--- config.mk ---
export PLATFORM = sky130hd
export DESIGN_NAME = hmm_ofifo_flat
export DESIGN_NICKNAME = d
export VERILOG_FILES = /design/src/hmm_pkg.sv /design/src/hmm_ifs.sv /design/src/hmm_ofifo.sv /design/src/flat_wrapper.sv
export SDC_FILE = /design/constraint.sdc
export NUM_CORES = 1
export LEC_CHECK = 0
export ABC_AREA = 1
export CAP_MARGIN = 30
export CELL_PAD_IN_SITES_DETAIL_PLACEMENT = 0
export CELL_PAD_IN_SITES_GLOBAL_PLACEMENT = 1
export CORE_ASPECT_RATIO = 1.5
export CORE_MARGIN = 3
export CORE_UTILIZATION = 30
export DETAILED_ROUTE_END_ITERATION = 16
export DONT_BUFFER_PORTS = 1
export GPL_TIMING_DRIVEN = 1
export PLACE_DENSITY_LB_ADDON = 0.15
export SYNTH_ARGS = -nofsm -noshare
export SYNTH_HDL_FRONTEND = slang
export SYNTH_SLANG_ARGS = --single-unit
export TNS_END_PERCENT = 20
--- constraint.sdc ---
create_clock -name i_clk -period 1.55 [get_ports i_clk]
set_input_delay 0.155 -clock i_clk [delete_from_list [all_inputs] [get_ports i_clk]]
set_output_delay 0.155 -clock i_clk [all_outputs]
set_load 0.02 [all_outputs]
--- src/hmm_pkg.sv ---
// Package of the histogram min/max/mode block: widths, defaults and types.
// Used by the interfaces, the core, the output queue and the top level.
package hmm_pkg;

    localparam int VALUE_W         = 9;
    localparam int DEF_VALUE_RANGE = 512;
    localparam int DEF_COUNT_LIMIT = 1024;
    // Set tag stored next to each count; the table is swept when it wraps.
    localparam int EPOCH_W         = 8;
    localparam int OFIFO_DEPTH     = 4;

    typedef logic [VALUE_W-1:0] t_value;

    localparam t_value VALUE_ALL_ONES = '1;

    typedef struct packed {
        t_value min_value;
        t_value max_value;
        t_value mode_value;
    } t_result;

    typedef struct packed {
        logic    valid;
        t_result result;
    } t_push;

endpackage

--- src/hmm_ifs.sv ---


interface hmm_res_if;
    logic            valid;
    logic            ready;
    hmm_pkg::t_value min_value;
    hmm_pkg::t_value max_value;
    hmm_pkg::t_value mode_value;

    modport source (output valid, output min_value, output max_value, output mode_value,
                    input ready);
    modport sink   (input valid, input min_value, input max_value, input mode_value,
                    output ready);
endinterface

--- src/hmm_ofifo.sv ---
// Small result queue that decouples the pipeline from the result channel.
// Depends on hmm_pkg and the hmm_res_if interface.
module hmm_ofifo (
    input  logic           i_clk,
    input  logic           i_rst_n,
    input  hmm_pkg::t_push i_push,
    output logic           o_room,
    hmm_res_if.source      o_res
);

    localparam int DEPTH = hmm_pkg::OFIFO_DEPTH;
    localparam int PW    = $clog2(DEPTH);
    localparam int CNTW  = $clog2(DEPTH + 1);
    localparam int SW    = CNTW + 1;

    hmm_pkg::t_result r_mem [DEPTH];
    logic [PW-1:0]    r_rd_ptr;
    logic [PW-1:0]    r_wr_ptr;
    logic [CNTW-1:0]  r_count;
    logic             pop;

    assign pop = (r_count != '0) && o_res.ready;

    // Room must also cover the result that the pipeline pushes this cycle.
    assign o_room = (SW'(r_count) + SW'(i_push.valid)) < SW'(DEPTH);

    assign o_res.valid      = (r_count != '0);
    assign o_res.min_value  = r_mem[r_rd_ptr].min_value;
    assign o_res.max_value  = r_mem[r_rd_ptr].max_value;
    assign o_res.mode_value = r_mem[r_rd_ptr].mode_value;

    always_ff @(posedge i_clk) begin
        if (!i_rst_n) begin
            r_rd_ptr <= '0;
            r_wr_ptr <= '0;
            r_count  <= '0;
        end else begin
            if (i_push.valid) begin
                r_wr_ptr <= r_wr_ptr + PW'(1);
            end
            if (pop) begin
                r_rd_ptr <= r_rd_ptr + PW'(1);
            end
            case ({i_push.valid, pop})
                2'b10:   r_count <= r_count + CNTW'(1);
                2'b01:   r_count <= r_count - CNTW'(1);
                default: r_count <= r_count;
            endcase
        end
    end

    always_ff @(posedge i_clk) begin
        if (i_push.valid) begin
            r_mem[r_wr_ptr] <= i_push.result;
        end
    end

endmodule

--- src/flat_wrapper.sv ---
// flat-port wrapper written by rule: the top's interface ports become plain ports
module hmm_ofifo_flat 
  (i_clk, i_rst_n, i_push, o_room, o_res_valid, o_res_min_value, o_res_max_value, o_res_mode_value, o_res_ready);
  hmm_res_if o_res_i ();
  input  logic i_clk;
  input  logic i_rst_n;
  input  hmm_pkg::t_push i_push;
  output logic o_room;
  output wire logic [$bits(o_res_i.valid)-1:0] o_res_valid;
  output wire logic [$bits(o_res_i.min_value)-1:0] o_res_min_value;
  output wire logic [$bits(o_res_i.max_value)-1:0] o_res_max_value;
  output wire logic [$bits(o_res_i.mode_value)-1:0] o_res_mode_value;
  input wire logic [$bits(o_res_i.ready)-1:0] o_res_ready;
  assign o_res_valid = o_res_i.valid;
  assign o_res_min_value = o_res_i.min_value;
  assign o_res_max_value = o_res_i.max_value;
  assign o_res_mode_value = o_res_i.mode_value;
  assign o_res_i.ready = o_res_ready;
  hmm_ofifo u_core (.i_clk(i_clk), .i_rst_n(i_rst_n), .i_push(i_push), .o_room(o_room), .o_res(o_res_i));
endmodule
==> flow_summary.yaml, run 1 <==
outcome:
  status: "finished with violations"
  violations: "negative setup slack"
timing:
  post-route-period-util: 1.06
  setup_viol: 28
  layout_setup_ws_ns: -0.0973
  slew_viol_final: 0
  fmax_mhz: 607
  tightest_slew_ns: 0.537
  tns_ns: -1.70
  fin_skew_ns: 0.00665
  period_needed_ns: 1.65
  timing.hold.ws_ns: 0.0707
  hold_viol: 0
  rsz0062_at_grt: "true"
  slew-limit-headroom: 0.640
finish:
  drive_gt1_frac: 0.267
  syn_to_final_growth_pct: 37.1
  instances_no_fill: 615
  final_util: 0.423
  n_antenna_cell: 0
  nets: 443
  fin_area_mm2: 0.00620
min_path:
  hold_path_class: "input pin to flop"
  holdPathStages: 5
  min-delay-start: "o_res_ready"
floorplan:
  die_y_um: 156
  io_pins: 60
  fp-row-count: 54
  fp.coreArea_mm2: 0.0147
  die_area_mm2: 0.0166
  start_util: 0.308
  die_x_um: 106
power:
  p_leak_nw: 2.22
  worst_ir_drop_vdd_v: 0.000650
  pwr-share-comb: 0.232
  power_per_cell_area_mw_per_mm2: 1560
  swShare: 0.286
  p_total_mw: 9.66
  switching_power_mw: 2.76
  p_int_mw: 6.90
  seqPwrFrac: 0.386
  power_frac_clock: 0.381
synth:
  yosys.area.top_type_share: 0.717
  synth_seq_cells: 117
  synth_compound_area_frac: 0.110
  avgSynthCellArea_um2: 14.0
  synth_common_cells: "edfxtp_1 (108), nor2_1 (58), o21ai_0 (35)"
  synthesis.area_mm2: 0.00452
  ys_async_sr_fraction: 0
  synth-adder-area-share: 0.0183
  netlist.top_cell.by_area: "edfxtp_1"
  synthesis.nets: 360
  netlist_instances: 323
  synthTopCellsByArea: "edfxtp_1 (72%), nor2_1 (4.8%), dfxtp_1 (4.0%), o21ai_0 (3.9%), o22ai_1 (3.7%)"
  synth_top_family_by_area: "compound AO/OA/AOI/OAI gates"
  ys_warn_count: 0
  yosysMostFrequentCell: "edfxtp_1"
  synth-simple-area-share: 0.0653
  ys_seq_area_frac: 0.757
  synth_edf_count: 108
  ys_types: 22
  synth.area.mux_share: 0
  yosys_most_used_dff: "edfxtp_1"
  yosys.area_share.xor_xnor: 0
detailed_routing:
  avgViaCountPerCell: 4.58
  drt_iter0_drc: 109
  drc: 0
  ant_nets: 0
  wire_per_inst_um: 17.3
  dr.pass1.iters: 4
  num_vias: 2814
  drt-total-wl_um: 10600
critical_path:
  worst_ep_required_time_ns: 1.39
  crit_buf_inv: 2
  crit_type: "flop to output pin"
  r2r-start: "u_core.r_count[0]"
  reg2reg_slack_ns: -0.01
  crit_path_start_kind: "flop"
  worstPathCellList: "buf_12 > o21ai_0 > o22ai_1 > buf_4"
  cp_max_fo: 24
  cp_top_family: "flip-flops"
  timing.rr.end: "u_core.r_count[2]"
  cpMaxStageDelayCell: "dfxtp_4"
  crit_path_end_kind: "output pin"
  rr_worst_depth: 12
  slowest_delay_ns: 0.42
  cp.arrival_ns: 1.49
placed_design:
  place_area_mm2: 0.00503
  dp_hpwl_um: 5890
  placed_cells: 544
  dp_slack_ns: 0.0121
  port-buffer-count: 0
  place.gp.congestion: 0.754
grt:
  grt_pass1_vias: 2884
  antenna_found_initial: 0
  grt_start_max_net_pins: 28
  grt_pass1_wl_um: 16200
  grt.overflow.total: 0
  grt_usage: 0.134
clock_tree:
  cts_tree: "done"
  cts_buffers: 17
  cts_root_buf: "clkbuf_16"
  clockBufferDepth: 2
  clk_pin_slew_ns: 0.05
  clock_latency_ns: 0.40
  htreeDepth: 4
  clock_sinks: 117
job:
  maxCapViolations: 0
[registers in the layout, summed over array words and instances, names as in the netlist, named ones only]
name             cells
u_core.r_wr_ptr      2
u_core.r_count       3
u_core.r_rd_ptr      2
u_core.r_mem       108
[worst register-to-register path, stage by stage, from the launching register on]
cell and delay, ns:
dfxtp_2 0.35, inv_4 0.05, nand3_4 0.07, and2_4 0.15, ha_4 0.13, inv_2 0.04
fa_2 0.35, inv_1 0.06, nand2_1 0.06, nand3_1 0.07, nand2_1 0.05, inv_1 0.04
nor2_1 0.04
[worst max path at each step]
stage	start	end	slack [ns]	depth (start not counted)
floorplan	u_core.r_count[0]	u_core.r_count[2]	0.007	12
finish	flop	o_res_max_value[2]	-0.1	4
detailed placement	u_core.r_count[0]	u_core.r_count[2]	0.01	12
global placement	u_core.r_count[0]	u_core.r_count[2]	0.03	12
CTS	flop	o_res_max_value[7]	-0.16	6
global route	flop	o_res_min_value[0]	-0.18	4
[repair_timing]
item,4_1_cts,5_1_grt
endpoints found under the setup margin,28,29
gates cloned,5,0
gates resized for setup,39,22
endpoints found under the hold margin,117,0
setup buffers,5,0
pin swaps,4,6
hold buffers,30,0
[layout by cell type, fill, tap and decap left out, types with 2 or more instances in the layout]
cell type	n
inv_2	3
dfxtp_4	2
bufinv_16	2
clkinvlp_4	4
buf_4	30
inv_16	3
ha_1	4
o21ai_2	11
inv_1	11
o22ai_1	23
clkbuf_16	17
o21ai_1	25
dfxtp_2	3
dlygate4sd3_1	30
buf_16	2
o21ai_0	22
clkinv_1	2
nor2_1	56
nand3_1	2
dfxtp_1	4
buf_6	8
nand2_1	12
a21oi_1	5
clkinv_2	4
buf_12	7
edfxtp_1	108
o22ai_2	4
[cell type report]
class	instances	area, um^2
Fill cell	1365	8460
Timing Repair inverter	2	40.0
Multi-Input combinational cell	173	978
Clock buffer	18	429
Inverter	17	109
Sequential cell	117	3430
Tap cell	196	245
Clock inverter	14	135
Timing Repair Buffer	78	826
[logic make-up after synthesis]
| kind of cell | count (synthesis) |
|---|---|
| adder cells (fa/ha/maj) | 6 |
| buffers and inverters | 33 |
| AND/OR/NAND/NOR | 75 |
| AO/OA/AOI/OAI | 92 |
| flip-flops | 117 |
[power by group through the flow]
stage          Combinational (mW)  Sequential (mW)  Clock (mW)
4_1_cts                      2.25             3.73        3.78
3_3_place_gp                 1.79             3.79           0
6_report                     2.24             3.73        3.68
3_5_place_dp                 1.81             3.80           0
2_1_floorplan                1.24             3.74           0
5_1_grt                      2.44             3.75        3.92
[layer usage]
layer / vias up / track usage / share of wire / routed length, um
met1: 1370 / 0.145 / 0.41 / 4350
met2: 66 / 0.242 / 0.54 / 5700
li1: 1361 / - / - / -
met4: 0 / 0.0617 / 0.014 / 149
met3: 17 / 0.0363 / 0.039 / 414
met5: - / 0 / 0 / 0
No activity file was read; power rests on OpenSTA's default activity.
==> run 2: changes to the inputs <==
PLACE_DENSITY = 0.59   (was default)
PLACE_DENSITY_LB_ADDON = default   (was 0.15)
REMOVE_ABC_BUFFERS = 1   (was default)
==> run 2 against run 1 <==
The flow still finishes with violations (negative setup slack); clock power shrank 9.2%; combinational power grew 6%; setup slack lost 0.0056 ns; critical path depth grew 1; sequential share of layout area grew 0.52 points; sequential cell count is the same; final cell count is the same; die area is the same; cell area shrank 0.93%; first-iteration DRC count grew 23%; routed wire length grew 2.6%; largest power group unchanged.
==> flow_summary.yaml, run 2 (synthesis gave the netlist of run 1 again) <==
critical_path:
  cpMaxStageDelayCell: "dfxtp_4"
  worstPathCellList: "buf_12 > clkbuf_16 > o21ai_1 > o22ai_1 > buf_4"
  cp_max_fo: 6
  slowest_delay_ns: 0.37
  crit_type: "flop to output pin"
  crit_path_start_kind: "flop"
  cp.arrival_ns: 1.50
  worst_ep_required_time_ns: 1.39
  crit_path_end_kind: "output pin"
timing:
  hold_viol: 0
  rsz0062_at_grt: "true"
  post-route-period-util: 1.07
  slew_viol_final: 0
  fin_skew_ns: 0.00712
  slew-limit-headroom: 0.649
  fmax_mhz: 605
  timing.hold.ws_ns: 0.0895
  setup_viol: 28
  layout_setup_ws_ns: -0.103
  period_needed_ns: 1.65
  tightest_slew_ns: 0.524
min_path:
  hold_path_class: "input pin to flop"
clock_tree:
  cts_buffers: 17
  clk_pin_slew_ns: 0.05
  htreeDepth: 4
  cts_root_buf: "clkbuf_16"
  clock_sinks: 117
  clockBufferDepth: 2
  clock_latency_ns: 0.40
  cts_tree: "done"
finish:
  syn_to_final_growth_pct: 35.8
  drive_gt1_frac: 0.246
  top_regs: "u_core.r_mem x108, u_core.r_count x3"
  nets: 445
  largest_reg_flops: 108
  largest_register: "u_core.r_mem"
  mostFrequentLayoutCells: "edfxtp_1 (108), nor2_1 (55), o21ai_1 (42)"
  instances_no_fill: 615
  mostFrequentLayoutCell: "edfxtp_1"
  n_antenna_cell: 0
grt:
  grt_pass1_vias: 3009
  grt_pass1_wl_um: 15600
  grt_start_max_net_pins: 55
  grt.overflow.total: 0
  grt_usage: 0.126
  antenna_found_initial: 0
detailed_routing:
  dr.pass1.iters: 4
  num_vias: 2862
  drt_iter0_drc: 134
  avgViaCountPerCell: 4.65
  drc: 0
  wire_per_inst_um: 17.7
  drt-total-wl_um: 10900
  ant_nets: 0
placed_design:
  port-buffer-count: 0
  placed_cells: 544
  dp_hpwl_um: 5670
  place.gp.congestion: 0.682
  dp_slack_ns: -0.0858
power:
  p_leak_nw: 2.19
  power_per_cell_area_mw_per_mm2: 1530
  worst_ir_drop_vdd_v: 0.000712
outcome:
  violations: "negative setup slack"
  status: "finished with violations"
floorplan:
  io_pins: 60
  fp.coreArea_mm2: 0.0147
  die_x_um: 106
  fp-row-count: 54
  die_y_um: 156
  die_area_mm2: 0.0166
  start_util: 0.308
job:
  maxCapViolations: 0
## run 2: cell types whose count changed in the layout (fill, tap and decap cells not counted), sizes merged
| cell | delta |
|---|---|
| clkinv | +3 |
| clkbuf | +8 |
| inv | -3 |
| buf | -3 |
| clkinvlp | -4 |
| bufinv | -1 |
## run 2: cell type report
class                           count  area (um^2)
Clock buffer                       21          440
Timing Repair Buffer               80          892
Clock inverter                      9         63.8
Multi-Input combinational cell    173          941
Sequential cell                   117         3430
Tap cell                          196          245
Fill cell                        1374         8520
Timing Repair inverter              2         25.0
Inverter                           17         97.6
## run 2: routing by layer
metal,vias up,share of wire,track usage
met3,15,0.035,0.0367
met1,1424,0.39,0.130
met5,-,0,0
met2,53,0.55,0.230
met4,0,0.018,0.0654
li1,1370,-,-
## run 2: where the power goes
group	internal [mW]	total [mW]	switching (mW)	leakage (nW)
sequential	3.64	3.71	0.0703	1.07
combinational	1.02	2.37	1.35	0.876
clock	2.14	3.34	1.20	0.248
total	6.80	9.42	2.62	2.19
## run 2: worst paths after layout
path / from / endpoint / slack (ns) / cells after the start
setup / recovery: flop / o_res_max_value[3] / -0.10 / 5
hold / removal: o_res_ready / u_core.r_rd_ptr[0] / 0.09 / 5
setup reg to reg: u_core.r_count[0] / u_core.r_count[2] / 0 / 12
hold reg to reg: u_core.r_rd_ptr[0] / u_core.r_rd_ptr[0] / 0.49 / 2
## run 2: worst max-delay path, delay by kind of cell, from the launching register on
kind	cells	cell delay, ns
buffers and inverters	3	0.47
DFF	1	0.37
AOI/OAI and AO/OA	2	0.26
## run 2: repair_timing
item,4_1_cts,5_1_grt
hold endpoints to repair,117,0
pin swaps,0,15
gates cloned,1,6
hold buffers,30,0
buffers inserted,0,4
setup endpoints to repair,29,29
resized for setup,19,53
## run 2: through the flow
stage	cell area [um^2]	util	setup TNS (ns)	power, mW
2_1_floorplan	4370	-	-10.21	4.76
3_3_place_gp	4990	0.340	-0.0278	5.50
3_5_place_dp	4990	0.340	-0.0929	5.55
4_1_cts	5840	0.398	-2.70	9.08
5_1_grt	6140	0.419	-3.81	9.85
6_report	6140	0.419	-1.82	9.42
==> run 3: changes to the inputs <==
ABC_AREA = default   (was 1)
CORE_ASPECT_RATIO = 2   (was 1.5)
PLACE_DENSITY = 0.57   (was 0.59)
==> run 3 against run 2 <==
The flow still finishes with violations (negative setup slack); combinational power down 18%; critical path type unchanged; critical path depth is 2 lower; power grew 2.2%; clock skew is 0.00061 ns higher; global-route usage shrank 1.3 points; sequential cell count unchanged; utilization fell by 2.0 points; via count fell by 29%; fmax fell by 8.5%; register-to-register slack got worse by 0.22 ns; largest cell class unchanged.
==> flow_summary.yaml, run 3 <==
clock_tree:
  htreeDepth: 4
  clockBufferDepth: 2
  clk_pin_slew_ns: 0.05
  clock_sinks: 117
  cts_tree: "done"
  clock_latency_ns: 0.40
  cts_buffers: 17
  cts_root_buf: "clkbuf_16"
power:
  p_leak_nw: 1.89
  seqPwrFrac: 0.391
  switching_power_mw: 2.36
  p_int_mw: 7.27
  worst_ir_drop_vdd_v: 0.000908
  power_per_cell_area_mw_per_mm2: 1670
  swShare: 0.245
  pwr-share-comb: 0.202
  power_frac_clock: 0.407
synth:
  ys_types: 23
  synth_seq_cells: 117
  avgSynthCellArea_um2: 23.4
  synth_edf_count: 108
  yosys_most_used_dff: "edfxtp_1"
  ys_seq_area_frac: 0.774
  ys_async_sr_fraction: 0
  synthesis.area_mm2: 0.00442
  synth_common_cells: "edfxtp_1 (108), mux4_2 (20), dfxtp_1 (9)"
  synthTopCellsByArea: "edfxtp_1 (73%), mux4_2 (10%), mux4_1 (4.2%), dfxtp_1 (4.1%), ha_1 (1.4%)"
  yosysMostFrequentCell: "edfxtp_1"
  ys_warn_count: 0
  netlist.top_cell.by_area: "edfxtp_1"
  netlist_instances: 189
  yosys.area.top_type_share: 0.734
critical_path:
  crit_type: "flop to output pin"
  rr_worst_depth: 7
  crit_path_start_kind: "flop"
  cp.arrival_ns: 1.65
  cp_max_fo: 8
  worst_ep_required_time_ns: 1.39
  crit_path_end_kind: "output pin"
timing:
  slew-limit-headroom: 0.645
  rsz0062_at_grt: "true"
  hold_viol: 0
  fin_skew_ns: 0.00773
  post-route-period-util: 1.17
  layout_setup_ws_ns: -0.256
  tightest_slew_ns: 0.531
  fmax_mhz: 554
  slew_viol_final: 0
  setup_viol: 29
  period_needed_ns: 1.81
detailed_routing:
  ant_nets: 0
  wire_per_inst_um: 18.5
  num_vias: 2027
  dr.pass1.iters: 4
  drt-total-wl_um: 8440
  drc: 0
  avgViaCountPerCell: 4.44
  drt_iter0_drc: 105
finish:
  n_antenna_cell: 0
  syn_to_final_growth_pct: 30.2
  drive_gt1_frac: 0.321
  instances_no_fill: 457
  mostFrequentLayoutCell: "edfxtp_1"
  final_util: 0.399
  top_regs: "u_core.r_mem x108, u_core.r_count x3"
  largest_reg_flops: 108
  nets: 290
  largest_register: "u_core.r_mem"
  mostFrequentLayoutCells: "edfxtp_1 (108), dlygate4sd3_1 (29), mux4_2 (27)"
grt:
  grt_pass1_wl_um: 13100
  grt_pass1_vias: 2310
  grt.overflow.total: 0
  antenna_found_initial: 0
  grt_start_max_net_pins: 28
  grt_usage: 0.113
placed_design:
  placed_cells: 389
  dp_hpwl_um: 5010
  port-buffer-count: 0
  dp_slack_ns: -0.258
  place.gp.congestion: 0.712
job:
  maxCapViolations: 0
floorplan:
  fp-row-count: 62
  die_x_um: 91.8
  die_y_um: 178
  start_util: 0.306
  fp.coreArea_mm2: 0.0144
  io_pins: 60
  die_area_mm2: 0.0163
min_path:
  holdPathStages: 3
  hold_path_class: "input pin to flop"
outcome:
  status: "finished with violations"
  violations: "negative setup slack"
[run 3: per-stage QoR]
stage	setup TNS, ns	instance area [um^2]	hold WS (ns)	total power [mW]
6_report	-5.32	5760	0.0721	9.62
3_5_place_dp	-0.346	4780	0.254	5.46
3_3_place_gp	-0.167	4780	0.254	5.41
4_1_cts	-6.36	5740	0.0583	9.74
5_1_grt	-7.22	5760	0.0704	10.0
2_1_floorplan	-19.24	4350	0.254	4.94
[run 3: repair_timing]
action | 4_1_cts | 5_1_grt
cloned | 1 | 0
resized for setup | 21 | 0
pin swaps | 2 | 2
hold buffers | 29 | 0
endpoints found under the setup margin | 29 | 29
hold endpoints to repair | 117 | 0
buffers inserted | 5 | 2
[run 3: path summary, 6_finish.rpt]
check,startpoint,endpoint,slack (ns)
max reg2reg,u_core.r_count[0],u_core.r_count[2],-0.22
max,flop,o_res_mode_value[5],-0.26
min reg2reg,u_core.r_wr_ptr[1],u_core.r_wr_ptr[1],0.57
min,o_res_ready,flop,0.07
[run 3: cells by family (layout without fill, tap and decap cells)]
group | after synthesis | in the layout | synth area share
AOI/OAI and AO/OA | 6 | 6 | 0.0110
xor gates and xnor gates | 5 | 5 | 0.00991
adders and majority gates | 6 | 6 | 0.0187
buffers and inverters | 13 | 89 | 0.0209
DFF | 117 | 117 | 0.774
muxes | 28 | 28 | 0.146
and+or+nand+nor | 14 | 14 | 0.0192
[run 3: power by group through the flow]
stage / Clock [mW] / Combinational, mW / Sequential [mW]
floorplan: 0 / 1.03 / 3.92
global placement: 0 / 1.62 / 3.79
detailed placement: 0 / 1.65 / 3.80
CTS: 4.01 / 1.97 / 3.77
global route: 4.18 / 2.09 / 3.78
finish: 3.92 / 1.94 / 3.77
[run 3: routing by layer]
layer | wire, um | GRT usage | vias up
met4 | 189 | 0.0614 | 0
met2 | 4850 | 0.204 | 41
li1 | - | - | 905
met3 | 326 | 0.0348 | 15
met1 | 3070 | 0.114 | 1066
met5 | 0 | 0 | -
[run 3: final cells by class]
type,instances,area (um^2)
clock buffers,19,433
clock inverters,12,161
fillers,1325,8670
inverters,6,22.5
multi-input cells,59,886
flip-flops and latches,117,3430
well taps,192,240
repair buffers,52,584
[run 3: critical path, stage by stage (launching register included)]
cell and delay (ns):
dfxtp_4 0.41, buf_12 0.16, buf_8 0.12, mux4_2 0.57
